File: config.mk
export PLATFORM = sky130hd
export DESIGN_NAME = ehbl_ctrl
export DESIGN_NICKNAME = d
export VERILOG_FILES = /design/src/hw/rtl/ehbl_pkg.sv /design/src/hw/rtl/ehbl_ctrl.sv
export SDC_FILE = /design/constraint.sdc
export NUM_CORES = 1
export LEC_CHECK = 0
export ABC_AREA = 1
export BUFFER_PORTS_ARGS = -buffer_cell sky130_fd_sc_hd__buf_2
export CORE_MARGIN = 1
export CORE_UTILIZATION = 35
export CTS_BUF_LIST = sky130_fd_sc_hd__clkbuf_4
export CTS_CLUSTER_DIAMETER = 50
export DETAILED_ROUTE_END_ITERATION = 8
export SYNTH_ARGS = -nofsm -noshare
export SYNTH_HDL_FRONTEND = slang
export SYNTH_SLANG_ARGS = --single-unit
export TNS_END_PERCENT = 50
File: constraint.sdc
create_clock -name clk -period 3.21 [get_ports clk]
set_input_delay 0.321 -clock clk [delete_from_list [all_inputs] [get_ports clk]]
set_output_delay 0.321 -clock clk [all_outputs]
set_load 0.01 [all_outputs]
File: src/hw/rtl/ehbl_pkg.sv
package ehbl_pkg;

	localparam int DIR_BITS = 65536;
	localparam int BIT_AW   = $clog2(DIR_BITS);
	localparam int MASK_W   = $clog2(DIR_BITS + 1);
	localparam int ROW_SW   = 5;
	localparam int ROW_W    = 1 << ROW_SW;
	localparam int ROW_AW   = BIT_AW - ROW_SW;
	localparam int ROWS     = (DIR_BITS + ROW_W - 1) / ROW_W;
	localparam int HASH_W   = 32;
	localparam int OUT_W    = 16;
	localparam int IDX_W    = 6;

	typedef enum logic [1:0] {
		CMD_KEY    = 2'd0,
		CMD_LOCATE = 2'd1,
		CMD_MARK   = 2'd2
	} cmd_code_t;

	typedef enum logic [1:0] {
		ST_OK        = 2'd0,
		ST_READ_ONLY = 2'd1,
		ST_BEYOND    = 2'd2
	} status_code_t;

	// controller to datapath
	typedef struct packed {
		logic         hash_en;
		logic         walk_init;
		logic         walk_rd;
		logic         walk_step;
		logic         walk_done;
		logic         mark_rd;
		logic         mark_wr;
		logic         clr_en;
		logic         out_load;
		logic         out_is_mark;
		status_code_t out_status;
	} ehbl_cmd_t;

	// datapath to controller
	typedef struct packed {
		logic read_only;
		logic last_valid;
		logic last_beyond;
		logic bit_beyond;
		logic bit_set;
		logic clr_last;
		logic out_free;
	} ehbl_sts_t;

	function automatic logic [IDX_W-1:0] nib_val(input logic [3:0] n);
		logic [IDX_W-1:0] v;
		case (n)
			4'd0:    v = 6'd61;
			4'd1:    v = 6'd57;
			4'd2:    v = 6'd53;
			4'd3:    v = 6'd49;
			4'd4:    v = 6'd45;
			4'd5:    v = 6'd41;
			4'd6:    v = 6'd37;
			4'd7:    v = 6'd33;
			4'd8:    v = 6'd29;
			4'd9:    v = 6'd25;
			4'd10:   v = 6'd21;
			4'd11:   v = 6'd17;
			4'd12:   v = 6'd13;
			4'd13:   v = 6'd9;
			4'd14:   v = 6'd5;
			default: v = 6'd1;
		endcase
		return v;
	endfunction

	function automatic logic [HASH_W-1:0] word_val(input logic [IDX_W-1:0] i);
		logic [HASH_W-1:0] w;
		case (i)
			6'd0:    w = 32'o6100151277;
			6'd1:    w = 32'o6106161736;
			6'd2:    w = 32'o6452611562;
			6'd3:    w = 32'o5001724107;
			6'd4:    w = 32'o2614772546;
			6'd5:    w = 32'o4120731531;
			6'd6:    w = 32'o4665262210;
			6'd7:    w = 32'o7347467531;
			6'd8:    w = 32'o6735253126;
			6'd9:    w = 32'o6042345173;
			6'd10:   w = 32'o3072226605;
			6'd11:   w = 32'o1464164730;
			6'd12:   w = 32'o3247435524;
			6'd13:   w = 32'o7652510057;
			6'd14:   w = 32'o1546775256;
			6'd15:   w = 32'o5714532133;
			6'd16:   w = 32'o6173260402;
			6'd17:   w = 32'o7517101630;
			6'd18:   w = 32'o2431460343;
			6'd19:   w = 32'o1743245566;
			6'd20:   w = 32'o0261675137;
			6'd21:   w = 32'o2433103631;
			6'd22:   w = 32'o3421772437;
			6'd23:   w = 32'o4447707466;
			6'd24:   w = 32'o4435620103;
			6'd25:   w = 32'o3757017115;
			6'd26:   w = 32'o3641531772;
			6'd27:   w = 32'o6767633246;
			6'd28:   w = 32'o2673230344;
			6'd29:   w = 32'o0260612216;
			6'd30:   w = 32'o4133454451;
			6'd31:   w = 32'o0615531516;
			6'd32:   w = 32'o6137717526;
			6'd33:   w = 32'o2574116560;
			6'd34:   w = 32'o2304023373;
			6'd35:   w = 32'o7061702261;
			6'd36:   w = 32'o5153031405;
			6'd37:   w = 32'o5322056705;
			6'd38:   w = 32'o7401116734;
			6'd39:   w = 32'o6552375715;
			6'd40:   w = 32'o6165233473;
			6'd41:   w = 32'o5311063631;
			6'd42:   w = 32'o1212221723;
			6'd43:   w = 32'o1052267235;
			6'd44:   w = 32'o6000615237;
			6'd45:   w = 32'o1075222665;
			6'd46:   w = 32'o6330216006;
			6'd47:   w = 32'o4402355630;
			6'd48:   w = 32'o1451177262;
			6'd49:   w = 32'o2000133436;
			6'd50:   w = 32'o6025467062;
			6'd51:   w = 32'o7121076461;
			6'd52:   w = 32'o3123433522;
			6'd53:   w = 32'o1010635225;
			6'd54:   w = 32'o1716177066;
			6'd55:   w = 32'o5161746527;
			6'd56:   w = 32'o1736635071;
			6'd57:   w = 32'o6243505026;
			6'd58:   w = 32'o3637211610;
			6'd59:   w = 32'o1756474365;
			6'd60:   w = 32'o4723077174;
			6'd61:   w = 32'o3642763134;
			6'd62:   w = 32'o5750130273;
			default: w = 32'o3655541561;
		endcase
		return w;
	endfunction

endpackage

File: src/hw/rtl/ehbl_ctrl.sv
module ehbl_ctrl import ehbl_pkg::*; (
	input  logic       clk,
	input  logic       arst_n,
	input  logic       in_valid,
	input  logic [1:0] cmd,
	output logic       in_stall,
	input  ehbl_sts_t  sts,
	output ehbl_cmd_t  dp_cmd
);

	typedef enum logic [2:0] {
		S_CLEAR,
		S_IDLE,
		S_WALK_ADDR,
		S_WALK_TEST,
		S_MARK_RD,
		S_MARK_WR,
		S_OUT
	} state_t;

	state_t       state_q;
	status_code_t res_status_q;
	logic         res_mark_q;
	logic         accept;

	assign in_stall = (state_q != S_IDLE);
	assign accept   = in_valid && (state_q == S_IDLE);

	always_comb begin
		dp_cmd             = '0;
		dp_cmd.out_is_mark = res_mark_q;
		dp_cmd.out_status  = res_status_q;
		unique case (state_q)
			S_CLEAR: begin
				dp_cmd.clr_en = 1'b1;
			end
			S_IDLE: begin
				if (accept && cmd == CMD_KEY) begin
					dp_cmd.hash_en = 1'b1;
				end
				if (accept && cmd == CMD_LOCATE) begin
					dp_cmd.walk_init = 1'b1;
				end
			end
			S_WALK_ADDR: begin
				// a probe past the directory reads as clear, no memory access
				if (sts.bit_beyond) begin
					dp_cmd.walk_done = 1'b1;
				end else begin
					dp_cmd.walk_rd = 1'b1;
				end
			end
			S_WALK_TEST: begin
				if (sts.bit_set) begin
					dp_cmd.walk_step = 1'b1;
				end else begin
					dp_cmd.walk_done = 1'b1;
				end
			end
			S_MARK_RD: begin
				dp_cmd.mark_rd = 1'b1;
			end
			S_MARK_WR: begin
				dp_cmd.mark_wr = 1'b1;
			end
			S_OUT: begin
				dp_cmd.out_load = sts.out_free;
			end
			default: ;
		endcase
	end

	always_ff @(posedge clk or negedge arst_n) begin
		if (!arst_n) begin
			state_q      <= S_CLEAR;
			res_status_q <= ST_OK;
			res_mark_q   <= 1'b0;
		end else begin
			unique case (state_q)
				S_CLEAR: begin
					if (sts.clr_last) begin
						state_q <= S_IDLE;
					end
				end
				S_IDLE: begin
					if (accept) begin
						unique case (cmd)
							CMD_LOCATE: begin
								res_mark_q   <= 1'b0;
								res_status_q <= ST_OK;
								state_q      <= S_WALK_ADDR;
							end
							CMD_MARK: begin
								res_mark_q <= 1'b1;
								if (sts.read_only) begin
									res_status_q <= ST_READ_ONLY;
									state_q      <= S_OUT;
								end else if (!sts.last_valid) begin
									res_status_q <= ST_OK;
									state_q      <= S_OUT;
								end else if (sts.last_beyond) begin
									res_status_q <= ST_BEYOND;
									state_q      <= S_OUT;
								end else begin
									res_status_q <= ST_OK;
									state_q      <= S_MARK_RD;
								end
							end
							default: ;
						endcase
					end
				end
				S_WALK_ADDR: begin
					state_q <= sts.bit_beyond ? S_OUT : S_WALK_TEST;
				end
				S_WALK_TEST: begin
					state_q <= sts.bit_set ? S_WALK_ADDR : S_OUT;
				end
				S_MARK_RD: begin
					state_q <= S_MARK_WR;
				end
				S_MARK_WR: begin
					state_q <= S_OUT;
				end
				S_OUT: begin
					if (sts.out_free) begin
						state_q <= S_IDLE;
					end
				end
				default: begin
					state_q <= S_IDLE;
				end
			endcase
		end
	end

endmodule

* After elaboration in Yosys (flattened, before gate mapping)
Index checks and enable logic that the tools add are counted.
Word-level totals: register bits 6, output and inout bits 13
Cells by class: reduce and logical (&&, ||, !) cells 8, multiplexer cells 29, eq/ne operators 13
Operators by type and width (count):
- one-hot mux 3 bit (7 select lines) | 1
- 2-to-1 mux 3 bit | 5
- 2-to-1 mux 2 bit | 7
- 2-to-1 mux 1 bit | 12
- equality test 3 bit, second input constant | 3
- equality test 3 x 2 -> 1 bit, second input constant | 2
- != test 2 bit, second input constant | 3
- != test 3 x 1 -> 1 bit, second input constant | 2
- one-hot mux 3 bit (2 select lines) | 1
- one-hot mux 1 bit (2 select lines) | 2
- one-hot mux 2 bit (2 select lines) | 1
- AND reduction 4 bit | 1
- equality test 3 x 1 -> 1 bit, second input constant | 1
- logical AND 1 bit | 3
- logical NOT 3 bit | 1
- AND reduction 3 bit | 1
- equality test 2 x 1 -> 1 bit, second input constant | 1
- equality test 2 bit, second input constant | 1
- logical NOT 2 bit | 1
- nonzero test 2 bit | 1

* Longest topological paths before layout
depth in word-level cells 6, depth in mapped cells 9, depth with buffers taken out 9

* Least setup slack after synthesis
Ideal clock, no wire load.
path kind register -> output, start register state_q[1], end output port dp_cmd[10] (netlist name), path slack 1.932 ns, data required time 2.889 ns, cell stages (with the launch flop) 6, arrival 0.957 ns, cells stage by stage dfrtp_1 > inv_2 > nand2_2 > nor2_4 > nand2_1 > nor2_1
RTL lines:
- start, declared | RTL line ehbl_ctrl.sv:21 | state_t state_q;
- start signal, assigned | RTL line ehbl_ctrl.sv:114 | state_q <= sts.bit_beyond ? S_OUT : S_WALK_TEST;
- start signal, assigned | RTL line ehbl_ctrl.sv:117 | state_q <= sts.bit_set ? S_WALK_ADDR : S_OUT;
- end, declared | RTL line ehbl_ctrl.sv:8 | output ehbl_cmd_t dp_cmd

==> reports/results.ini <==
[status]
outcome=finished, final reports clean

[timing]
timing.clock.skew_ps=5.43
final.min_clock_period_ps=1700
finalCritPeriodShare_pct=53.0
final-hold-violation-count=0
grt_setup_unrepaired=no
clock.fmax_mhz=588
worstMarginPinSlew_ps=337
totalNegativeSetupSlack_ps=0
post-route-worst-setup-slack_ps=1510
final-max-slew-violation-count=0
relSlewSlack_pct=77.5
setup_violations=0

[setup_path]
worstPathMaxFanout=10
regToRegStartpoint=state_q[0]$_DFFE_PN0P_
start_kind=flop
end_kind=output port
timing_worst_setup_path_type=flop to output port
cp.required_ps=2890
rrSetupSlack_ps=1970
critPathArrivalTime_ps=1380
cp-startpoint=state_q[0]$_DFFE_PN0P_

[clocking]
clkLatencyLatePin_ps=240
htree_levels=1
cts_hold_buf=1
root_buffer=sky130_fd_sc_hd__clkbuf_4
worst_setup_hold_path_clk_slew_ps=50
ctsLongestPathBuffers=2
postCtsSetupBuffers=0
clock_sinks=6
inserted_clock_buffers=3
cts_tree=done
cts_repair_resized_insts=0

[floorplan]
die_height_um=40.2
die_width_um=40.2
ports=25
fp.dieArea_mm2=0.00162
initial_core_util_pct=38.3
row_count=13
core_region_area_mm2=0.00133

[yosys]
ys_seq_elements=6
yosysWarningCount=0
synth_top_cells_by_count=sky130_fd_sc_hd__nand2_1, sky130_fd_sc_hd__inv_1, sky130_fd_sc_hd__dfrtp_1, sky130_fd_sc_hd__nand3_1
yosys-top-cells-area=sky130_fd_sc_hd__dfrtp_1, sky130_fd_sc_hd__nand2_1, sky130_fd_sc_hd__inv_1
synth.lib_cells_used.distinct=19
yosys.area.top_type=sky130_fd_sc_hd__dfrtp_1
synth-edff-count=0
avgSynthCellArea_um2=6.72
synthArstFlopShare_pct=100
syn_inst=76
synth_sequential_area_ratio_pct=29.4
mappedNetlistArea_um2=510
synth_most_common_cell=sky130_fd_sc_hd__nand2_1
syn_nets=91
synth.top_cell.area_share_pct=29.4
synth_ff_type=sky130_fd_sc_hd__dfrtp_1

[pwr]
total_leakage_power_nw=0.420
vdd.ir_drop.worst_mv=0.431
power_density_mw_per_mm2=755
finalPower_mw=0.504

[flow_run]
count_of_max_cap_constraint_violations=0

[routing]
num_vias=546
detailed_route_iter0_violations=15
remaining_number_of_nets_flagged_by_the_antenna_check_after_routing=0
drt-total-wl_um=1080
drt_pre_antenna_iters=4
route.detailed.wl_per_inst_um=9.19
drc=0
via_per_inst=4.67

[global_route]
overall_fraction_of_global_route_tracks_in_use_pct=16.7
pin_count_of_the_biggest_net_entering_global_routing=11
global_route_wire_length_before_repair_um=1750
grt_overflow_total=0
grt_pass1_vias=443
initial_antenna_violation_count=0

[finish]
finalNetCount=119
fin_cells=117
insertedDiodeCount=0
stdcell_area_um2=667
fillCellCount=146
areaGrowthSynthToFinish_pct=30.6
share_of_post_route_cells_with_drive_strength_above_1_pct=35.3

[place]
detailedPlacementHpwl_um=932
portBuffers=24
post-place-cells=113
globalplace.congestion=0.739
place_worst_setup_slack_ps=1760
placed_area_um2=634

[min_path]
startpoint_of_the_lowest_slack_hold_path=sts[6]
worst_hold_path_type=input port to flop

-- through the flow --
stage | util, % | hold WS (ps)
after global routing | 50.0 | 367
final | 50.0 | 363
after CTS | 50.0 | 363
after global placement | 47.6 | 147
after floorplan | - | 25.4
after detailed placement | 47.6 | 149
-- cell families (layout without fill, tap and decap cells) --
group | Yosys count | after routing | synth area share [%]
flops | 6 | 6 | 29.4
buf+inv | 18 | 44 | 14.7
fa+ha+maj | 3 | 3 | 7.35
compound gates | 6 | 6 | 5.88
simple gates | 43 | 43 | 42.6
-- state kept, by name, summed over array words and instances, names as in the netlist --
name / cells
res_mark_q: 1
res_status_q: 2
state_q: 3
-- report_power, final --
part	switching [mW]	internal (mW)
clock network	0.0254	0.0422
registers	0.0474	0.108
logic	0.168	0.112
total	0.241	0.262
-- layer usage --
metal	vias up	GRT usage, %	share of wire [%]
met5	-	0	0
met4	0	5.00	1.2
met3	2	3.33	2.9
met2	11	27.8	49
met1	244	21.6	47
li1	289	-	-
-- path summary, 6_finish.rpt --
path                       cells past startpoint                     endpoint
setup reg to reg                               5       res_mark_q$_DFFE_PN0P_
setup / recovery                               5                   dp_cmd[10]
min in group asynchronous                      2       state_q[2]$_DFFE_PN0P_
max in group asynchronous                      2       res_mark_q$_DFFE_PN0P_
hold / removal                                 3  res_status_q[0]$_DFFE_PN0P_
hold reg to reg                                2  res_status_q[0]$_DFFE_PN0P_
-- layout make-up --
class                   count  area, um2  area share [%]
flip-flops and latches      6        150            22.5
inverters                  16       60.1            9.01
multi-input cells          52        285            42.8
clock buffers               3       22.5            3.38
repair buffers             25        130            19.5
well taps                  15       18.8            2.81
-- worst max-delay path, cell delays in order (launching register included) --
cell,delay [ps]
sky130_fd_sc_hd__dfrtp_1,530
sky130_fd_sc_hd__nand2_2,110
sky130_fd_sc_hd__nor2_4,170
sky130_fd_sc_hd__nand2_1,100
sky130_fd_sc_hd__nor2_1,90
sky130_fd_sc_hd__buf_2,130
-- cell usage in the layout (no fill, tap or decap) --
cell type                       synthesis  routed
sky130_fd_sc_hd__buf_2                  0      24
sky130_fd_sc_hd__nand3_2                1       1
sky130_fd_sc_hd__dlygate4sd3_1          0       1
sky130_fd_sc_hd__inv_2                  2       2
sky130_fd_sc_hd__nand4_1                1       1
sky130_fd_sc_hd__nor2_1                 5       5
sky130_fd_sc_hd__ha_1                   3       3
sky130_fd_sc_hd__nor2_2                 1       1
sky130_fd_sc_hd__inv_1                 14      14
sky130_fd_sc_hd__o21ai_0                1       1
sky130_fd_sc_hd__nand2_1               19      19
sky130_fd_sc_hd__clkbuf_4               0       3
sky130_fd_sc_hd__nand3b_1               2       2
sky130_fd_sc_hd__nand3_1                6       6
sky130_fd_sc_hd__nor3_2                 1       1
sky130_fd_sc_hd__nand2_2                2       2
sky130_fd_sc_hd__nor3_1                 3       3
sky130_fd_sc_hd__nor2_4                 1       1
sky130_fd_sc_hd__nand2_4                1       1
sky130_fd_sc_hd__dfrtp_1                6       6
sky130_fd_sc_hd__o21ai_1                5       5
No activity file was read; power rests on OpenSTA's default activity.
